`src/rtl/kuf_pkg.sv`:
```
`timescale 1ns / 1ps
// ----------------------------------------------------------------------------
// kuf_pkg
// Shared types and constants for the union-find edge merge block: result
// widths, the saturation limit of the running total and the register map.
// ----------------------------------------------------------------------------
package kuf_pkg;

    localparam int COUNT_W    = 11;
    localparam int TOTAL_W    = 48;
    localparam int CFG_DATA_W = 32;
    localparam int PADDR_W    = 2;
    localparam int OUT_DATA_W = 64;

    typedef logic [COUNT_W-1:0]    t_count;
    typedef logic [TOTAL_W-1:0]    t_total;
    typedef logic [CFG_DATA_W-1:0] t_cfg_data;
    typedef logic [PADDR_W-1:0]    t_paddr;

    localparam t_total    TOTAL_MAX          = {TOTAL_W{1'b1}};
    localparam t_count    VERTEX_COUNT_RESET = 11'd1024;
    localparam t_paddr    REG_VERTEX_COUNT   = 2'd0;

endpackage

```
`src/rtl/kuf_apb_regs.sv`:
```
`timescale 1ns / 1ps
// ----------------------------------------------------------------------------
// kuf_apb_regs
// Configuration register file on an APB-style port. Holds the vertex count and
// provides the count in use, clamped to the vertex capacity of the forest.
// ----------------------------------------------------------------------------
module kuf_apb_regs #(
    parameter int MAX_VERTICES = 1024
) (
    input  logic               i_clk,
    input  logic               i_rst_n,
    input  logic               psel,
    input  logic               penable,
    input  logic               pwrite,
    input  kuf_pkg::t_paddr    paddr,
    input  kuf_pkg::t_cfg_data pwdata,
    output kuf_pkg::t_cfg_data prdata,
    output logic               pready,
    output kuf_pkg::t_count    o_active_count
);
    import kuf_pkg::*;

    t_count r_vertex_count;
    logic   w_write;

    assign pready  = 1'b1;
    assign w_write = psel & penable & pwrite & pready & (paddr == REG_VERTEX_COUNT);

    always_ff @(posedge i_clk) begin
        if (!i_rst_n) begin
            r_vertex_count <= VERTEX_COUNT_RESET;
        end else if (w_write) begin
            r_vertex_count <= pwdata[COUNT_W-1:0];
        end
    end

    always_comb begin
        if (paddr == REG_VERTEX_COUNT) begin
            prdata = CFG_DATA_W'(r_vertex_count);
        end else begin
            prdata = '0;
        end
    end

    // A count beyond the forest capacity is used as the capacity itself.
    always_comb begin
        if (32'(r_vertex_count) > 32'(MAX_VERTICES)) begin
            o_active_count = COUNT_W'(MAX_VERTICES);
        end else begin
            o_active_count = r_vertex_count;
        end
    end

endmodule
```
`config.mk`:
```
export PLATFORM = sky130hd
export DESIGN_NAME = kuf_apb_regs
export DESIGN_NICKNAME = d
export VERILOG_FILES = /design/src/rtl/kuf_pkg.sv /design/src/rtl/kuf_apb_regs.sv
export SDC_FILE = /design/constraint.sdc
export NUM_CORES = 1
export LEC_CHECK = 0
export BUFFER_PORTS_ARGS = -buffer_cell sky130_fd_sc_hd__buf_2
export CORE_UTILIZATION = 31
export CTS_CLUSTER_DIAMETER = 30
export DETAILED_ROUTE_END_ITERATION = 7
export PLACE_DENSITY = 0.76
export SYNTH_ARGS = -nofsm -noshare
export SYNTH_HDL_FRONTEND = slang
export SYNTH_SLANG_ARGS = --single-unit
```
`constraint.sdc`:
```
create_clock -name i_clk -period 1.1 [get_ports i_clk]
set_input_delay 0.275 -clock i_clk [delete_from_list [all_inputs] [get_ports i_clk]]
set_output_delay 0.275 -clock i_clk [all_outputs]
set_load 0.1 [all_outputs]
```
# == Word-level counts from Yosys, hierarchy flattened ==
# Index checks and enable logic that the tools add are counted.
# classes
order_cmp,1
mux,2
bitwise,3
reduce_logical,1
# ops
operator,n
$mux 11,2
$gt 11x11->1 const B,1
$and 1x1->1,3
$logic_not 2->1,1
# word_totals
regBits,11
inputBits,39
out_inout_bits,44
elab_cells,8

# == Logic depth before layout (Yosys ltp) ==
# Gate-level depths: netlist of run 1.
# depth
depth_word,3
ltp_mapped,4
depth_no_buf,3

# == Worst setup path after synthesis of run 1 ==
# OpenSTA, ideal clock, no wires.
# synth_timing
path_kind,register to output
from,register r_vertex_count[10]
to,output prdata[10]
arrival_ps,2758
required_ps,825
slack_ps,-1933
stages_incl_launch_ff,4
path_buffers,1
cell_sequence,dfxtp_1 > clkbuf_1 > inv_1 > nor3_1
# synth_via
elab_chain_cells,1
# synth_rtl
item,line_no,source
"start, declared",kuf_apb_regs.sv:23,t_count r_vertex_count;
"start signal, assigned",kuf_apb_regs.sv:33,r_vertex_count <= pwdata[COUNT_W-1:0];
$mux 11,kuf_apb_regs.sv:38,if (paddr == REG_VERTEX_COUNT) begin
"end, declared",kuf_apb_regs.sv:17,"output kuf_pkg::t_cfg_data prdata,"
# Every way passes these cells.

# == Worst setup path after layout of run 1 ==
# layout_timing
from,register r_vertex_count[10]
to,output o_active_count[5]
# layout_via
elab_chain_cells,2
# layout_rtl
item,line_no,source
$gt 11x11->1,kuf_apb_regs.sv:47,if (32'(r_vertex_count) > 32'(MAX_VERTICES)) begin
$mux 11,kuf_apb_regs.sv:47,
"end, declared",kuf_apb_regs.sv:19,output kuf_pkg::t_count o_active_count
# Every way passes these cells.

==> out/qor.log, run 1 <==
qor: drt.route.antenna.remaining_nets 0
qor: global_routing.grtUsageMet3 3.51%
qor: yosys.ys.warnings.count 0
qor: critical_path.critical_path_class flop to output port
qor: pwr.p_comb_share 42.0%
qor: outcome.violations_in_the_final_reports setup timing
qor: global_routing.global_route_wire_length_before_repair 2.82 mm
qor: critical_path.timing.rr.end r_vertex_count[2]
qor: cells_and_area.final-seq-area 234 um^2
qor: cells_and_area.layout.cells.most_common_list buf_12 (23), conb_1 (22), nand2_1 (20)
qor: drt.drcViolationCount 0
qor: cts.tritoncts yes
qor: cts.cts_max_level 1
qor: sta.fin_crit_sh 124%
qor: cells_and_area.post_route_cells_drive_above_1_share 61.0%
qor: sta.fmax 731 MHz
qor: critical_path.worst-r2r-setup-slack 0.41 ns
qor: placed_design.post-dp-hpwl 1.43 mm
qor: floorplan.fp.dieArea 2680 um^2
qor: cells_and_area.n_antenna_cell 0
qor: yosys.synth_area 768 um^2
qor: min_path.hold_path_startpoint pwdata[5]
qor: critical_path.worst_ep_arrival_time 1.09 ns
qor: floorplan.die-height 51.8 um
qor: yosys.synth_area_per_cell 7.84 um^2
qor: cts.tritoncts.num_buffers 3
qor: global_routing.grt_util_met1 13.5%
qor: drt.drt_iter0_markers 6
qor: pwr.netSwitchingFraction 47.5%
qor: placed_design.count_of_input_and_output_buffers 39
qor: critical_path.worst_r2r_startpoint r_vertex_count[2]
qor: yosys.seq_area_frac_synth 28.7%
qor: floorplan.core_area 2280 um^2
qor: global_routing.first_global_vias 670
qor: sta.setup_tns -3.92 ns
qor: drt.router_iterations_before_antenna_repair 4
qor: drt.viasPerCell 4.25
qor: pwr.power.ir.vdd_worst 0.000768 V
qor: min_path.worstHoldPathCells 3
qor: cells_and_area.synthToLayoutAreaGrowth 90.1%
qor: flow_run.maxCapViolCount 0
qor: yosys.postSynthCellCount 98
qor: min_path.min_to r_vertex_count[5]
qor: pwr.pwr-share-seq 34.5%
qor: pwr.internal-power 622 uW
qor: pwr.total_power_consumption 1.18 mW
qor: cells_and_area.layout_commonest_cell buf_12
qor: cells_and_area.n_fill_cell 183
qor: cells_and_area.multi_input_comb_area 554 um^2
qor: cts.clk_pin_slew_worst_paths 0.07 ns
qor: sta.setup_viol 22
qor: global_routing.pin_count_of_the_biggest_net_entering_global_routing 22
qor: pwr.power_density 811 nW/um^2
qor: sta.slew_violations 0
qor: cells_and_area.top_register r_vertex_count
qor: critical_path.critical-path-slowest-cell dfxtp_2
qor: pwr.power.leakage 0.602 nW
qor: sta.finalCriticalPeriod 1.37 ns
qor: placed_design.gp_congestion 0.692
qor: floorplan.effective_utilization_at_floorplan 33.8%
qor: global_routing.grt_antenna_before_repair 0
qor: floorplan.chipWidth 51.8 um
qor: critical_path.path_cells buf_4, nor2b_4, buf_12
qor: cts.clock_path_buffers 2
qor: critical_path.startpoint_class flop
qor: cells_and_area.biggestRegsByFlops r_vertex_count: 11 flops
qor: critical_path.crit_path_end_kind output port
qor: sta.setup_ws -0.269 ns
qor: outcome.status finished, violations left
qor: critical_path.cpPeakStageDelay 0.35 ns
qor: global_routing.met2_usage 31.0%
qor: sta.fin_skew 0 ns
qor: global_routing.most_used_routing_layer_in_global_routing met2
qor: cells_and_area.final_net_count 181
qor: floorplan.placement_rows 17
qor: critical_path.r2r_cells 3
qor: critical_path.path_max_fanout 3
qor: cts.clockRootBuffer clkbuf_4
qor: sta.hold_viol 0
qor: sta.rsz0062_at_grt yes
qor: global_routing.grt_usage 14.5%
qor: global_routing.globalRoute.totalOverflow 0
qor: placed_design.post_place_setup_slack -0.238 ns
qor: cts.clk-insertion-delay-late 0.26 ns
qor: cells_and_area.largest_register_ffs 11
qor: yosys.yosys_cell_types 16
qor: drt.post_route_wl 1.88 mm
qor: pwr.power.share.clock 23.4%
qor: floorplan.io-pin-count 83
qor: critical_path.cp.required 0.82 ns
qor: drt.routed-via-count 718
qor: pwr.p_sw 562 uW
qor: yosys.ys_seq_elements 11
qor: cts.clock-sinks 11
qor: min_path.min_path_type primary input to flop
qor: drt.avgRoutedWirePerCell 11.1 um
## cell type report
| type | instances | share of cell area, % |
|---|---|---|
| inverter | 1 | 0.257 |
| timing repair buffer | 46 | 41.6 |
| tap | 28 | 2.40 |
| multi-input combinational | 79 | 38.0 |
| sequential | 11 | 16.0 |
| clock buffer | 4 | 1.80 |
## worst max-delay path by stage
stage,start,to,slack [ns],cells past startpoint
finish,r_vertex_count[10],o_active_count[5],-0.27,3
global placement,paddr[1],prdata[0],-0.22,4
global route,r_vertex_count[10],o_active_count[7],-0.30,3
detailed placement,paddr[1],prdata[0],-0.24,4
floorplan,r_vertex_count[10],o_active_count[1],-0.47,2
CTS,r_vertex_count[10],o_active_count[5],-0.27,3
## per-layer routing
layer	up-vias	routed length, um
li1	342	-
met1	340	676
met2	36	1080
met3	0	128
met4	0	0
met5	-	0
## through the flow
step           cell area, um^2  util [%]  hold WS, ns  instances
6_report                  1460      64.2        0.243        169
5_1_grt                   1460      64.2        0.240        169
4_1_cts                   1440      63.4        0.248        167
3_5_place_dp              1320      58.1        0.464        161
3_3_place_gp              1320      58.1        0.453        161
2_1_floorplan              933         -        0.417        118
## synth_stat cells
library cell	number	area, um^2
and2_1	10	62.6
and2_4	1	8.76
and3_4	1	11.3
buf_4	22	165
buf_6	1	11.3
clkbuf_1	5	18.8
conb_1	2	7.51
dfxtp_1	11	220
inv_1	1	3.75
mux2i_1	10	100
nand2_1	20	75.1
nand3_1	1	5.00
nor2_1	1	3.75
nor2b_1	10	62.6
nor3_1	1	5.00
o211ai_1	1	7.51
## logic make-up (layout without fill, tap and decap cells)
family | Yosys count | in the layout | synth area share [%]
AOI/OAI and AO/OA | 1 | 1 | 0.978
muxes | 10 | 10 | 13.0
other | 2 | 22 | 0.978
buffers and inverters | 29 | 51 | 25.9
and+or+nand+nor | 45 | 46 | 30.5
DFF | 11 | 11 | 28.7
## power by group through the flow
stage	clock network [mW]	registers [mW]	logic, mW
global route	0.307	0.410	0.512
CTS	0.285	0.409	0.497
detailed placement	0	0.417	0.478
floorplan	0	0.416	0.473
finish	0.278	0.409	0.498
global placement	0	0.417	0.472
## timing repair
action / 4_1_cts / 5_1_grt
hold buffers: 0 / 0
cloned: 1 / 0
endpoints found under the setup margin: 22 / 22
gates resized for setup: 25 / 1
pin swaps: 3 / 0
buffers inserted: 1 / 2
## worst max-delay path, delay by kind of cell (launching register included)
family	cells	cell delay (ns)
DFF	1	0.35
buffers and inverters	2	0.35
and+or+nand+nor	1	0.13
Power figures use the tool's default switching activity.
==> run 2, diff against run 1 <==
--- a/config.mk
+++ b/config.mk
@@ -6,10 +6,12 @@
 export NUM_CORES = 1
 export LEC_CHECK = 0
 export BUFFER_PORTS_ARGS = -buffer_cell sky130_fd_sc_hd__buf_2
+export CORE_MARGIN = 4
 export CORE_UTILIZATION = 31
 export CTS_CLUSTER_DIAMETER = 30
 export DETAILED_ROUTE_END_ITERATION = 7
-export PLACE_DENSITY = 0.76
+export PLACE_DENSITY_LB_ADDON = 0.25
+export SKIP_LAST_GASP = 1
 export SYNTH_ARGS = -nofsm -noshare
 export SYNTH_HDL_FRONTEND = slang
 export SYNTH_SLANG_ARGS = --single-unit
==> run 2 against run 1 <==
Net effect:
- the flow still finishes with violations (setup timing)
- non-clock buffer count is 2 lower
- total power shrank 2.0%
- core utilization down 0.88 points
- sequential power barely moved
- clock skew is the same
- clock power down 7.2%
- global-route usage down 2.5 points
- combinational power about the same
==> out/qor.log, run 2 (synthesized netlist as in run 1, its figures left out) <==
qor: pwr.total_power_consumption 1.16 mW [-2.0%]
qor: floorplan.io-pin-count 83 [unchanged]
qor: global_routing.first_global_vias 665 [-0.75%]
qor: pwr.internal-power 619 uW [-0.61%]
qor: min_path.min_path_type primary input to flop
qor: critical_path.startpoint_class flop
qor: placed_design.post_place_setup_slack -0.171 ns [+0.0676 ns]
qor: flow_run.maxCapViolCount 0 [unchanged]
qor: global_routing.globalRoute.totalOverflow 0 [unchanged]
qor: cells_and_area.final-instance-count-excl-fill 167 [-1.2%]
qor: drt.router_iterations_before_antenna_repair 4 [unchanged]
qor: cts.tritoncts yes
qor: cts.clk_pin_slew_worst_paths 0.06 ns [about the same]
qor: floorplan.chipWidth 57.8 um [+12%]
qor: global_routing.pin_count_of_the_biggest_net_entering_global_routing 22 [unchanged]
qor: pwr.power.ir.vdd_worst 0.000617 V [-20%]
qor: placed_design.placed_cells 161 [unchanged]
qor: drt.viasPerCell 4.11 [-3.2%]
qor: drt.drt_iter0_markers 4 [-2]
qor: outcome.status finished, violations left
qor: cells_and_area.synthToLayoutAreaGrowth 87.5%
qor: cts.cts_max_level 1 [unchanged]
qor: cts.clk-insertion-delay-late 0.26 ns [about the same]
qor: pwr.pwr-share-seq 35.0% [+0.5 points]
qor: critical_path.worstPathBufferInverterCount 2 [unchanged]
qor: cells_and_area.top_register r_vertex_count
qor: cells_and_area.layout.cells.most_common_list buf_12 (25), conb_1 (22), nand2_1 (20)
qor: placed_design.detailed_place.area 1350 um^2 [+1.9%]
qor: pwr.power.leakage 0.592 nW [-1.6%]
qor: critical_path.worst_ep_arrival_time 1.09 ns [about the same]
qor: pwr.p_sw 542 uW [-3.6%]
qor: placed_design.gp_congestion 0.701 [+1.3%]
qor: cells_and_area.final_net_count 179 [-1.1%]
qor: global_routing.grt_usage 12.0% [-2.5 points]
qor: critical_path.cp_most_frequent_cell buf_12
qor: cts.ctsHoldBuffers 0 [unchanged]
qor: global_routing.grt_antenna_before_repair 0 [unchanged]
qor: pwr.p_comb_share 42.7% [+0.7 points]
qor: cts.clockRootBuffer clkbuf_4
qor: drt.post_route_wl 2.06 mm [+9.5%]
qor: floorplan.fp.dieArea 3340 um^2 [+25%]
qor: critical_path.cpPeakStageDelay 0.37 ns [+0.02 ns]
qor: floorplan.effective_utilization_at_floorplan 33.8% [unchanged]
qor: cells_and_area.layout_commonest_cell buf_12
qor: outcome.violations_in_the_final_reports setup timing
qor: cts.clock_path_buffers 2 [unchanged]
qor: cells_and_area.n_fill_cell 209 [+14%]
qor: critical_path.critical-path-slowest-cell dfxtp_4
qor: placed_design.post-dp-hpwl 1.57 mm [+9.2%]
qor: cells_and_area.largest_register_ffs 11 [unchanged]
qor: critical_path.path_cells buf_12, nor2b_4, buf_12
qor: global_routing.global_route_wire_length_before_repair 3.02 mm [+7.1%]
qor: pwr.netSwitchingFraction 46.7% [-0.76 points]
qor: floorplan.core_area 2280 um^2 [unchanged]
qor: sta.slew_violations 0 [unchanged]
qor: drt.route.antenna.remaining_nets 0 [unchanged]
qor: pwr.power.share.clock 22.3% [-1.1 points]
qor: critical_path.crit_path_end_kind output port
qor: drt.avgRoutedWirePerCell 12.3 um [+11%]
qor: cells_and_area.fin_area 1440 um^2 [-1.4%]
qor: cts.tritoncts.num_buffers 3 [unchanged]
qor: sta.setup_viol 22 [unchanged]
qor: sta.rsz0062_at_grt yes
qor: sta.fin_hold_ws 0.258 ns [+0.0144 ns]
qor: sta.finalCriticalPeriod 1.37 ns [+0.000850 ns]
qor: sta.fmax 730 MHz [about the same]
qor: floorplan.die-height 57.8 um [+12%]
qor: cells_and_area.biggestRegsByFlops r_vertex_count: 11 flops
qor: critical_path.cp.required 0.82 ns [about the same]
qor: critical_path.cp_top_family flip-flops
qor: cts.clock-sinks 11 [unchanged]
qor: cells_and_area.n_antenna_cell 0 [unchanged]
qor: pwr.power_density 806 nW/um^2 [-0.67%]
qor: drt.drcViolationCount 0 [unchanged]
qor: sta.hold_viol 0 [unchanged]
qor: sta.fin_skew 0 ns [unchanged]
qor: drt.routed-via-count 687 [-4.3%]
qor: floorplan.placement_rows 17 [unchanged]
qor: critical_path.path_max_fanout 7 [+4]
qor: placed_design.count_of_input_and_output_buffers 39 [unchanged]
qor: cells_and_area.post_route_cells_drive_above_1_share 53.2% [-7.8 points]
qor: sta.fin_crit_sh 125% [about the same]
qor: critical_path.critical_path_class flop to output port
qor: sta.setup_ws -0.270 ns [-0.000850 ns]
run 2: routing by layer:
| metal | part of all wire, % | global-route usage [%] | vias to the layer above |
|---|---|---|---|
| met3 | 11 | 4.23 | 2 |
| met1 | 34 | 11.3 | 302 |
| li1 | - | - | 339 |
| met4 | 0.68 | 4.64 | 0 |
| met5 | 0 | 0 | - |
| met2 | 54 | 23.4 | 44 |
run 2: timing repair:
action	CTS	global route
pin swaps	0	0
setup buffers	1	0
endpoints found under the hold margin	0	0
setup endpoints to repair	22	26
gates cloned	0	1
gates resized for setup	11	0
run 2: metrics by stage:
step | TNS [ns] | utilization [%]
after floorplan | -5.64 | -
after global placement | -2.21 | 59.2
after detailed placement | -3.07 | 59.2
after CTS | -4.64 | 62.9
after global routing | -5.45 | 63.3
final | -4.47 | 63.3
run 2: final timing paths:
kind | from | to | slack, ns | cells past startpoint
worst min register to register | r_vertex_count[8] | r_vertex_count[8] | 0.48 | 2
worst max-delay path | r_vertex_count[10] | o_active_count[3] | -0.27 | 3
worst max register to register | r_vertex_count[10] | r_vertex_count[10] | 0.43 | 2
worst min-delay path | pwdata[8] | r_vertex_count[8] | 0.26 | 3
run 2: cell type report:
class,count,area (um^2),share of cell area (%)
flip-flops and latches,11,224,15.6
well taps,28,35.0,2.43
multi-input cells,79,551,38.2
repair buffers,44,601,41.7
clock buffers,4,26.3,1.82
inverters,1,3.75,0.261
run 2: power groups by stage:
stage	Combinational, mW	Sequential, mW	Clock [mW]
2_1_floorplan	0.473	0.416	0
3_3_place_gp	0.480	0.417	0
3_5_place_dp	0.485	0.417	0
4_1_cts	0.492	0.407	0.273
5_1_grt	0.511	0.408	0.304
6_report	0.495	0.407	0.258
run 2: worst reg2reg max path, delay by kind of cell (launching register included):
family	cells	cell delay (ns)
buffers and inverters	1	0.06
AOI/OAI and AO/OA	1	0.15
DFF	1	0.38
